--- src/sv/lwc_pkg.sv ---
// Shared types, constants and divisor tables for the Lyndon word counter.
`default_nettype none
package lwc_pkg;

	localparam int LWC_MAX_LETTERS = 63;
	localparam int LWC_MAX_PERIOD  = 10;

	localparam int LETTER_W = 6;
	localparam int PERIOD_W = 4;
	localparam int COUNT_W  = 57;
	localparam int POW_W    = 60;
	localparam int ACC_W    = 62;
	localparam int DIV_W    = 60;
	localparam int MASK_W   = 1 << PERIOD_W;

	typedef struct packed {
		logic [LETTER_W-1:0] letters;
		logic [PERIOD_W-1:0] period;
	} in_t;

	typedef struct packed {
		logic [LETTER_W-1:0] which;
		logic [COUNT_W-1:0]  count;
		logic                last;
	} out_t;

	typedef struct packed {
		logic capture;
		logic init;
		logic step;
		logic div_start;
		logic emit;
	} cmd_t;

	typedef struct packed {
		logic mac_done;
		logic div_done;
		logic out_free;
		logic last_item;
	} sts_t;

	// Divisors d of p whose cofactor p/d has Moebius value +1.
	function automatic logic [MASK_W-1:0] add_mask(input logic [PERIOD_W-1:0] p);
		logic [MASK_W-1:0] m;
		m = '0;
		case (p)
			4'd1:  m[1] = 1'b1;
			4'd2:  m[2] = 1'b1;
			4'd3:  m[3] = 1'b1;
			4'd4:  m[4] = 1'b1;
			4'd5:  m[5] = 1'b1;
			4'd6:  begin
				m[1] = 1'b1;
				m[6] = 1'b1;
			end
			4'd7:  m[7] = 1'b1;
			4'd8:  m[8] = 1'b1;
			4'd9:  m[9] = 1'b1;
			4'd10: begin
				m[1]  = 1'b1;
				m[10] = 1'b1;
			end
			default: m = '0;
		endcase
		return m;
	endfunction

	// Divisors d of p whose cofactor p/d has Moebius value -1.
	function automatic logic [MASK_W-1:0] sub_mask(input logic [PERIOD_W-1:0] p);
		logic [MASK_W-1:0] m;
		m = '0;
		case (p)
			4'd2:  m[1] = 1'b1;
			4'd3:  m[1] = 1'b1;
			4'd4:  m[2] = 1'b1;
			4'd5:  m[1] = 1'b1;
			4'd6:  begin
				m[2] = 1'b1;
				m[3] = 1'b1;
			end
			4'd7:  m[1] = 1'b1;
			4'd8:  m[4] = 1'b1;
			4'd9:  m[3] = 1'b1;
			4'd10: begin
				m[2] = 1'b1;
				m[5] = 1'b1;
			end
			default: m = '0;
		endcase
		return m;
	endfunction

endpackage
`default_nettype wire

--- src/sv/lyndon_word_counter_unit.sv ---
// Lyndon word counter top level: controller plus datapath.
//
// One request beat on req (letters b, period p) yields b+1 result beats on res:
// first the total number of Lyndon words of length p over b letters (which = 0),
// then for each k = 1..b the count of those whose largest letter is k (which = k).
// The final beat carries last; with zero letters only the total (zero) is sent.
// Letters above MAX_LETTERS and periods above MAX_PERIOD saturate; period 0 acts as 1.
//
// Each result passes through a setup step, p steps of the power multiply-accumulate
// loop, a start step for the 2-bit-per-cycle divider by p, the wait while it runs
// its 30 steps, and a hand-off step that waits while the output register is full.
// A request adds one capture step before its first result.
// req_ready is high only while no request is in work.
// Results leave through a single output register; while the receiver stalls the
// next result is computed and then held until the register frees.
// Reset clears the controller and the output valid; no clearing pass is needed.
`default_nettype none
module lyndon_word_counter_unit
	import lwc_pkg::*;
#(
	parameter int MAX_LETTERS = LWC_MAX_LETTERS,
	parameter int MAX_PERIOD  = LWC_MAX_PERIOD
) (
	input  wire logic clk,
	input  wire logic arst_n,
	input  wire logic req_valid,
	output logic      req_ready,
	input  wire in_t  req,
	output logic      res_valid,
	input  wire logic res_ready,
	output out_t      res
);

	cmd_t cmd;
	sts_t sts;

	lwc_ctrl u_ctrl (
		.clk       (clk),
		.arst_n    (arst_n),
		.req_valid (req_valid),
		.req_ready (req_ready),
		.sts       (sts),
		.cmd       (cmd)
	);

	lwc_dp #(
		.MAX_LETTERS (MAX_LETTERS),
		.MAX_PERIOD  (MAX_PERIOD)
	) u_dp (
		.clk       (clk),
		.arst_n    (arst_n),
		.req       (req),
		.cmd       (cmd),
		.sts       (sts),
		.res_ready (res_ready),
		.res_valid (res_valid),
		.res       (res)
	);

endmodule
`default_nettype wire

--- src/sv/lwc_div.sv ---
// Radix-4 restoring divider of a wide sum by the small word length.
`default_nettype none
module lwc_div
	import lwc_pkg::*;
(
	input  wire logic                clk,
	input  wire logic                arst_n,
	input  wire logic                start,
	input  wire logic [DIV_W-1:0]    dividend,
	input  wire logic [PERIOD_W-1:0] divisor,
	output logic                     busy,
	output logic [DIV_W-1:0]         quotient
);

	localparam int STEPS = DIV_W / 2;
	localparam int CNT_W = $clog2(STEPS);

	logic                busy_q;
	logic [CNT_W-1:0]    cnt_q;
	logic [DIV_W-1:0]    dvd_q;
	logic [PERIOD_W-1:0] dvs_q;
	logic [PERIOD_W-1:0] rem_q;

	logic [PERIOD_W:0]   t1, t2, dvs_ext;
	logic [PERIOD_W-1:0] r1, r2;
	logic                q1, q2;

	always_comb begin
		dvs_ext = {1'b0, dvs_q};
		t1 = {rem_q, dvd_q[DIV_W-1]};
		q1 = (t1 >= dvs_ext);
		r1 = q1 ? PERIOD_W'(t1 - dvs_ext) : t1[PERIOD_W-1:0];
		t2 = {r1, dvd_q[DIV_W-2]};
		q2 = (t2 >= dvs_ext);
		r2 = q2 ? PERIOD_W'(t2 - dvs_ext) : t2[PERIOD_W-1:0];
	end

	always_ff @(posedge clk or negedge arst_n) begin
		if (!arst_n) begin
			busy_q <= 1'b0;
			cnt_q  <= '0;
		end else if (start) begin
			busy_q <= 1'b1;
			cnt_q  <= CNT_W'(STEPS - 1);
		end else if (busy_q) begin
			cnt_q <= cnt_q - 1'b1;
			if (cnt_q == '0) begin
				busy_q <= 1'b0;
			end
		end
	end

	always_ff @(posedge clk) begin
		if (start) begin
			dvd_q <= dividend;
			dvs_q <= divisor;
			rem_q <= '0;
		end else if (busy_q) begin
			dvd_q <= {dvd_q[DIV_W-3:0], q1, q2};
			rem_q <= r2;
		end
	end

	assign busy     = busy_q;
	assign quotient = dvd_q;

endmodule
`default_nettype wire

--- src/sv/lwc_dp.sv ---
// Datapath: operand registers, power multipliers, signed accumulation and result register.
`default_nettype none
module lwc_dp
	import lwc_pkg::*;
#(
	parameter int MAX_LETTERS = LWC_MAX_LETTERS,
	parameter int MAX_PERIOD  = LWC_MAX_PERIOD
) (
	input  wire logic clk,
	input  wire logic arst_n,
	input  wire in_t  req,
	input  wire cmd_t cmd,
	output sts_t      sts,
	input  wire logic res_ready,
	output logic      res_valid,
	output out_t      res
);

	logic [LETTER_W-1:0] b_q, k_q, hi_q, lo_q;
	logic [PERIOD_W-1:0] p_q, d_q;
	logic [POW_W-1:0]    pow_hi_q, pow_lo_q;
	logic [ACC_W-1:0]    acc_q;
	out_t                res_q;
	logic                res_valid_q;

	logic [LETTER_W-1:0] b_sat, hi_nxt, lo_nxt;
	logic [PERIOD_W-1:0] p_sat;
	logic [POW_W-1:0]    term;
	logic [ACC_W-1:0]    term_ext;
	logic [MASK_W-1:0]   amask, smask;
	logic                div_busy;
	logic [DIV_W-1:0]    quot;

	always_comb begin
		b_sat = (req.letters > LETTER_W'(MAX_LETTERS)) ? LETTER_W'(MAX_LETTERS) : req.letters;
		if (req.period == '0) begin
			p_sat = PERIOD_W'(1);
		end else if (req.period > PERIOD_W'(MAX_PERIOD)) begin
			p_sat = PERIOD_W'(MAX_PERIOD);
		end else begin
			p_sat = req.period;
		end
		hi_nxt   = (k_q == '0) ? b_q : k_q;
		lo_nxt   = (k_q == '0) ? '0 : k_q - 1'b1;
		term     = pow_hi_q - pow_lo_q;
		term_ext = ACC_W'(term);
		amask    = add_mask(p_q);
		smask    = sub_mask(p_q);
	end

	always_ff @(posedge clk) begin
		if (cmd.capture) begin
			b_q <= b_sat;
			p_q <= p_sat;
		end
		if (cmd.init) begin
			hi_q     <= hi_nxt;
			lo_q     <= lo_nxt;
			pow_hi_q <= POW_W'(hi_nxt);
			pow_lo_q <= POW_W'(lo_nxt);
			acc_q    <= '0;
			d_q      <= PERIOD_W'(1);
		end else if (cmd.step) begin
			pow_hi_q <= POW_W'(pow_hi_q * hi_q);
			pow_lo_q <= POW_W'(pow_lo_q * lo_q);
			d_q      <= d_q + 1'b1;
			if (amask[d_q]) begin
				acc_q <= acc_q + term_ext;
			end else if (smask[d_q]) begin
				acc_q <= acc_q - term_ext;
			end
		end
		if (cmd.emit) begin
			res_q.which <= k_q;
			res_q.count <= quot[COUNT_W-1:0];
			res_q.last  <= (k_q == b_q);
		end
	end

	always_ff @(posedge clk or negedge arst_n) begin
		if (!arst_n) begin
			k_q         <= '0;
			res_valid_q <= 1'b0;
		end else begin
			if (cmd.capture) begin
				k_q <= '0;
			end else if (cmd.emit) begin
				k_q <= k_q + 1'b1;
			end
			if (cmd.emit) begin
				res_valid_q <= 1'b1;
			end else if (res_ready) begin
				res_valid_q <= 1'b0;
			end
		end
	end

	lwc_div u_div (
		.clk      (clk),
		.arst_n   (arst_n),
		.start    (cmd.div_start),
		.dividend (acc_q[DIV_W-1:0]),
		.divisor  (p_q),
		.busy     (div_busy),
		.quotient (quot)
	);

	always_comb begin
		sts.mac_done  = (d_q == p_q);
		sts.div_done  = !div_busy;
		sts.out_free  = !res_valid_q || res_ready;
		sts.last_item = (k_q == b_q);
	end

	assign res_valid = res_valid_q;
	assign res       = res_q;

endmodule
`default_nettype wire

--- src/sv/lwc_ctrl.sv ---
// Controller: sequences capture, power accumulation, division and result hand-off.
`default_nettype none
module lwc_ctrl
	import lwc_pkg::*;
(
	input  wire logic clk,
	input  wire logic arst_n,
	input  wire logic req_valid,
	output logic      req_ready,
	input  wire sts_t sts,
	output cmd_t      cmd
);

	localparam logic [2:0] ST_IDLE  = 3'd0;
	localparam logic [2:0] ST_INIT  = 3'd1;
	localparam logic [2:0] ST_MAC   = 3'd2;
	localparam logic [2:0] ST_DIVGO = 3'd3;
	localparam logic [2:0] ST_DIVWT = 3'd4;
	localparam logic [2:0] ST_EMIT  = 3'd5;

	logic [2:0] state_q, state_nxt;

	always_comb begin
		state_nxt = state_q;
		cmd       = '0;
		req_ready = 1'b0;
		unique case (state_q)
			ST_IDLE: begin
				req_ready = 1'b1;
				if (req_valid) begin
					cmd.capture = 1'b1;
					state_nxt   = ST_INIT;
				end
			end
			ST_INIT: begin
				cmd.init  = 1'b1;
				state_nxt = ST_MAC;
			end
			ST_MAC: begin
				cmd.step = 1'b1;
				if (sts.mac_done) begin
					state_nxt = ST_DIVGO;
				end
			end
			ST_DIVGO: begin
				cmd.div_start = 1'b1;
				state_nxt     = ST_DIVWT;
			end
			ST_DIVWT: begin
				if (sts.div_done) begin
					state_nxt = ST_EMIT;
				end
			end
			ST_EMIT: begin
				if (sts.out_free) begin
					cmd.emit  = 1'b1;
					state_nxt = sts.last_item ? ST_IDLE : ST_INIT;
				end
			end
			default: begin
				state_nxt = ST_IDLE;
			end
		endcase
	end

	always_ff @(posedge clk or negedge arst_n) begin
		if (!arst_n) begin
			state_q <= ST_IDLE;
		end else begin
			state_q <= state_nxt;
		end
	end

endmodule
`default_nettype wire

--- config.mk ---
export PLATFORM = sky130hd
export DESIGN_NAME = lyndon_word_counter_unit
export DESIGN_NICKNAME = d
export VERILOG_FILES = /design/src/sv/lwc_pkg.sv /design/src/sv/lyndon_word_counter_unit.sv /design/src/sv/lwc_div.sv /design/src/sv/lwc_dp.sv /design/src/sv/lwc_ctrl.sv
export SDC_FILE = /design/constraint.sdc
export NUM_CORES = 2
export LEC_CHECK = 0
export ABC_CLOCK_PERIOD_IN_PS = 12000
export BUFFER_PORTS_ARGS = -buffer_cell sky130_fd_sc_hd__buf_4
export CORE_ASPECT_RATIO = 0.8
export CORE_MARGIN = 2
export CORE_UTILIZATION = 50
export CTS_BUF_LIST = sky130_fd_sc_hd__clkbuf_8
export CTS_CLUSTER_DIAMETER = 150
export DETAILED_ROUTE_END_ITERATION = 6
export PLACE_DENSITY = 0.72
export SLEW_MARGIN = 0
export SYNTH_ARGS = -nofsm -noshare
export SYNTH_HDL_FRONTEND = slang
export SYNTH_HIERARCHICAL = 1
export SYNTH_SLANG_ARGS = --single-unit
--- constraint.sdc ---
create_clock -name clk -period 12 [get_ports clk]
set_clock_uncertainty 0.1 [all_clocks]
set_input_delay 3.6 -clock clk [delete_from_list [all_inputs] [get_ports clk]]
set_output_delay 3.6 -clock clk [all_outputs]
set_load 0.05 [all_outputs]
Word level (Yosys, flattened, before mapping):

Index checks and enable logic that the tools add are counted.

* bits in registers: 356
* output and inout bits: 66
* input bits: 14
* logic and storage cells: 130

* equality and inequality tests: 21
* multiplexer cells: 53
* order comparisons: 5
* multiply operators: 2
* reductions and logical operators: 18
* $add $sub $neg: 9

Operators by type and width (number)
* $mux 62: 2
* $mul 60x6->60: 2
* $mux 60: 2
* $add 62x60->62: 1
* $sub 62x60->62: 1
* $sub 60x60->60: 1
* $mux 6: 8
* $mux 1: 29
* $pmux 3 s6: 1
* $eq 4x3->1 const B: 4
* $eq 4x4->1 const B: 3
* $mux 3: 4
* $mux 4: 3
* $ge 5x4->1: 2
* $mux 5: 2
* $reduce_bool 2->1: 5
* $bmux 1 s4: 2
* $eq 4x2->1 const B: 2
* $ne 2x2->1 const B: 4
* $sub 4x4->4: 2
* $add 6x1->6 const B: 1
* $eq 3x2->1 const B: 2
* $eq 3x3->1 const B: 2
* $eq 6x6->1: 1
* other kinds (20): 22

Logic depth before layout (Yosys ltp):

* depth in word-level cells: 7
* depth in mapped cells: 31

Cells and area by module:

The synthesis kept the hierarchy.

By module, submodules not included
* lwc_dp: cells an instance 4613, times used 1, area an instance 37963.9 um^2
* lwc_div: cells an instance 233, times used 1, area an instance 3539.6 um^2
* lwc_ctrl: cells an instance 19, times used 1, area an instance 178.9 um^2

Worst setup path before layout:

OpenSTA, ideal clock, no wires.

* kind: register to register
* start point: register u_dp.pow_lo_q[9]
* end point: register u_dp.acc_q[53]
* stages on the path, launching flop included: 32
* data arrival time: 6.509 ns
* clock period less this slack: 6.727 ns
* buffers on the path: 2
* path slack: 5.273 ns
* cells stage by stage: dfxtp_1 > clkbuf_1 > inv_1 > ha_1 > buf_2 > and4_4 > a21oi_1 > nand2_1 > and2_1 > o31a_2 > o21a_1 > o311ai_1 > nand4_1 > or2_2 > or2_2 > nor3_1 > nor2_1 > xor2_1 > ha_1 > a21o_1 > a21o_1 > a21oi_1 > o21a_1 > nor2_1 > a211oi_1 > o31ai_1 > a221o_1 > a21boi_0 > o21ai_0 > a31oi_1 > mux2i_1 > nand2_1

* cells in the longest elaborated chain, start to end: 4
* elaborated cells between the ends (all ways): 5
* those cells by class: add/sub: 3; mux: 2

Ends and longest elaborated chain
* start: declaration: line lwc_dp.sv:21 `logic [POW_W-1:0] pow_hi_q, pow_lo_q;`
* start signal: assignment: line lwc_dp.sv:60 `pow_lo_q <= POW_W'(lo_nxt);`
* start signal: assignment: line lwc_dp.sv:65 `pow_lo_q <= POW_W'(pow_lo_q * lo_q);`
* $sub 60x60->60 (*): line lwc_dp.sv:45 `term = pow_hi_q - pow_lo_q;`
* $sub 62x60->62: line lwc_dp.sv:70 `acc_q <= acc_q - term_ext;`
* $mux 62: line lwc_dp.sv:69 `end else if (smask[d_q]) begin`
* $mux 62 (*): line lwc_dp.sv:67 `if (amask[d_q]) begin`
* end signal: assignment: line lwc_dp.sv:68 `acc_q <= acc_q + term_ext;`
* end signal: assignment: line lwc_dp.sv:70
* end: declaration: line lwc_dp.sv:22 `logic [ACC_W-1:0] acc_q;`

Every way passes the cells marked *; elsewhere a longest branch is shown, timed or not. The select of a mux whose other input is x is not followed.
A chain may end at the register's enable or synchronous reset.

Final worst setup path:

* start point: register u_dp.pow_hi_q[0]
* end point: register u_dp.acc_q[53]

* cells in the longest elaborated chain, start to end: 4
* elaborated cells between the ends (all ways): 5
* those cells by class: add/sub: 3; mux: 2

Ends and longest elaborated chain
* start: declaration: line lwc_dp.sv:21
* start signal: assignment: line lwc_dp.sv:59 `pow_hi_q <= POW_W'(hi_nxt);`
* start signal: assignment: line lwc_dp.sv:64 `pow_hi_q <= POW_W'(pow_hi_q * hi_q);`
* $sub 60x60->60 (*): line lwc_dp.sv:45
* $sub 62x60->62: line lwc_dp.sv:70
* $mux 62: line lwc_dp.sv:69
* $mux 62 (*): line lwc_dp.sv:67

Marked as above.

==> flow_summary.yaml <==
routing:
  num_vias: 34500
  firstDrtPassIters: 6
  drc: 0
  post_drt_wl_per_cell_um: 18.5
  ant_nets: 0
  totalWireLength_um: 110000
  viasPerCell: 5.79
  first_iter_violations: 3083
sta:
  slew_headroom_pct: 14.8
  rsz0062_at_grt: "no"
  period_share_pct: 67.1
  clock.fmax_ghz: 0.124
  worst_pin_slew_ps: 1260
  min_period_ps: 8050
  slew_viol_final: 0
  holdWs_ps: 316
  hold_violations: 0
  finalSetupViolations: 0
  timing.setup.tns_ps: 0
die:
  die_w_um: 327
  die_area_um2: 85700
  die_h_um: 262
  core_area_um2: 82400
  rows: 94
  pin_count: 80
  initial_utilization_pct: 50.6
logic_synthesis:
  synthAdderAreaFrac_pct: 29.3
  synthArstFlopShare_pct: 4.52
  synthXorXnorAreaFrac_pct: 6.00
  syn_area_per_cell_um2: 8.57
  synthesis.nets: 5587
  synth-simple-area-share_pct: 17.5
  yosys_warnings: 6
  synth_seq_area_share_pct: 21.1
  synth_area_um2: 41700
  syn-instance-count: 4865
  synth_top_area_cell: "fa_1"
  synth_top_area_share_pct: 21.4
  synth_mux_area_share_pct: 4.26
  synth.area.top_cells: "fa_1, edfxtp_1, dfxtp_1"
  synth_cell_type_count: 112
  synth_top_family_by_area: "adder cells"
  synth-edff-count: 162
  synth-seq-cells: 354
  ys.flop_type: "dfxtp_1"
  synth_compound_gate_area_share_pct: 15.1
setup_path:
  reg2regPathDepth: 30
  start_kind: "flop"
  end_kind: "flop"
  cp.required_ps: 12440
  cpMostUsedCell: "o21ai_0"
  crit_slowest_cell: "a21boi_0"
  worstPathArrival_ps: 8490
  crit_path_max_fanout: 7
  crit_type: "reg2reg"
  rrSetupSlack_ps: 3950
  reg2reg_to: "u_dp/acc_q[53]"
  regToRegStartpoint: "u_dp/pow_hi_q[0]"
  critical_path.max_stage_delay_ps: 590
cells_and_area:
  nets: 5517
  regArea_um2: 8790
  area_growth_pct: 6.53
  final_common_cell: "nand2_1"
  antennaDiodeCount: 0
  nFillCells: 7550
  post-route-cell-area_um2: 44400
  drive_gt1_share_pct: 7.28
  multiInputGateArea_um2: 30200
  final_cell_mix: "nand2_1, inv_1, fa_1"
clock_tree:
  root_buffer: "clkbuf_8"
  tritoncts: "done"
  post_cts_buffers: 0
  cts_htree_levels: 3
  cts_max_path_buffers: 3
  cts_buffers: 66
  clk_pin_slew_ps: 70
  postCtsHoldBufs: 0
  clock_latency_ps: 710
  cts_resized: 0
  cts.sinks: 354
placed_design:
  place_hpwl_um: 84600
  placed_cell_area_um2: 42900
  finalWeightedCongestion: 0.925
  port_buffers: 79
global_route:
  grt_pass1_wl_um: 182000
  gr-total-overflow: 0
  grt_max_degree: 103
  grt_pass1_vias: 33500
  antenna_found_initial: 1
  track_usage_pct: 26.0
hold_path:
  min_to: "u_dp/res[57]"
  whs_path_depth: 0
  hp-class: "reg2reg"
  hp-start: "u_dp/u_div/quotient[56]"
status:
  status: "completed"
flow_run:
  max_cap_violations: 0
## sequential cells by signal, indices dropped and copies added (netlist names)
name / count
u_dp/lo_q: 6
u_dp/pow_lo_q: 60
u_dp/k_q: 6
u_dp/u_div/busy: 1
u_dp/res_valid: 1
u_dp/res: 64
u_dp/pow_hi_q: 60
u_dp/u_div/rem_q: 4
u_dp/acc_q: 60
u_ctrl/state_q: 3
u_dp/d_q: 4
u_dp/b_q: 6
u_dp/u_div/cnt_q: 5
u_dp/p_q: 4
u_dp/hi_q: 6
u_dp/u_div/quotient: 60
u_dp/u_div/dvs_q: 4
## Yosys cell counts (all sizes together) (73+ instances only)
cell type / number
clkbuf: 209
dfxtp: 176
mux2i: 93
xor2: 112
xnor2: 172
fa: 446
o21ai: 209
nand2: 860
a21o: 156
ha: 262
a21oi: 293
inv: 481
mux2: 73
nor2: 343
edfxtp: 162
## stage by stage
| step | setup slack (ps) | util (%) | cells |
|---|---|---|---|
| floorplan | 5270 | - | 4865 |
| global placement | 4250 | 52.1 | 5831 |
| detailed placement | 4060 | 52.1 | 5831 |
| CTS | 4020 | 53.9 | 5952 |
| global route | 3340 | 53.9 | 5952 |
| finish | 3950 | 53.9 | 5952 |
## how the worst max path moves through the flow
stage                            from              to  slack, ps  depth (start not counted)
finish               u_dp/pow_hi_q[0]  u_dp/acc_q[53]       3950                         30
global route        u_dp/pow_lo_q[15]  u_dp/acc_q[53]       3340                         29
CTS                  u_dp/pow_hi_q[0]  u_dp/acc_q[53]       4020                         30
detailed placement   u_dp/pow_lo_q[0]  u_dp/acc_q[53]       4060                         29
global placement     u_dp/pow_lo_q[0]  u_dp/acc_q[53]       4250                         29
floorplan            u_dp/pow_lo_q[9]  u_dp/acc_q[53]       5270                         31
## per-layer routing
metal  part of all wire [%]  up-vias  wire [um]  track usage, %
met4                    1.7        2       1870            5.29
met2                     41     1362      45500            36.8
met3                    9.6      119      10600            6.59
li1                       -    16200          -               -
met1                     47    16800      52300            39.9
met5                  0.011        -         12               0
## logic make-up (layout without fill, tap and decap cells)
family | after synthesis | count (layout)
AOI/OAI and AO/OA | 977 | 977
xor gates and xnor gates | 284 | 284
adders and majority gates | 709 | 709
buffers and inverters | 725 | 708
DFF | 354 | 354
muxes | 167 | 167
and+or+nand+nor | 1649 | 1649
## cell type report
cell class	instances	share of cell area, %
Tap cell	1104	3.11
Timing Repair Buffer	106	1.82
Inverter	481	4.07
Clock inverter	46	0.975
Clock buffer	75	2.32
Sequential cell	354	19.8
Multi-Input combinational cell	3786	67.9
## critical path, delay by kind of cell, from the launching register on
kind	cells	cell delay, ps
buf+inv	1	70
flops	1	470
mux	1	210
compound gates	16	4370
xor+xnor	1	180
simple gates	8	1490
fa+ha+maj	3	1020
Power is not shown: default switching activity piles up to over one toggle a cycle in this logic, so the estimate is an artifact.
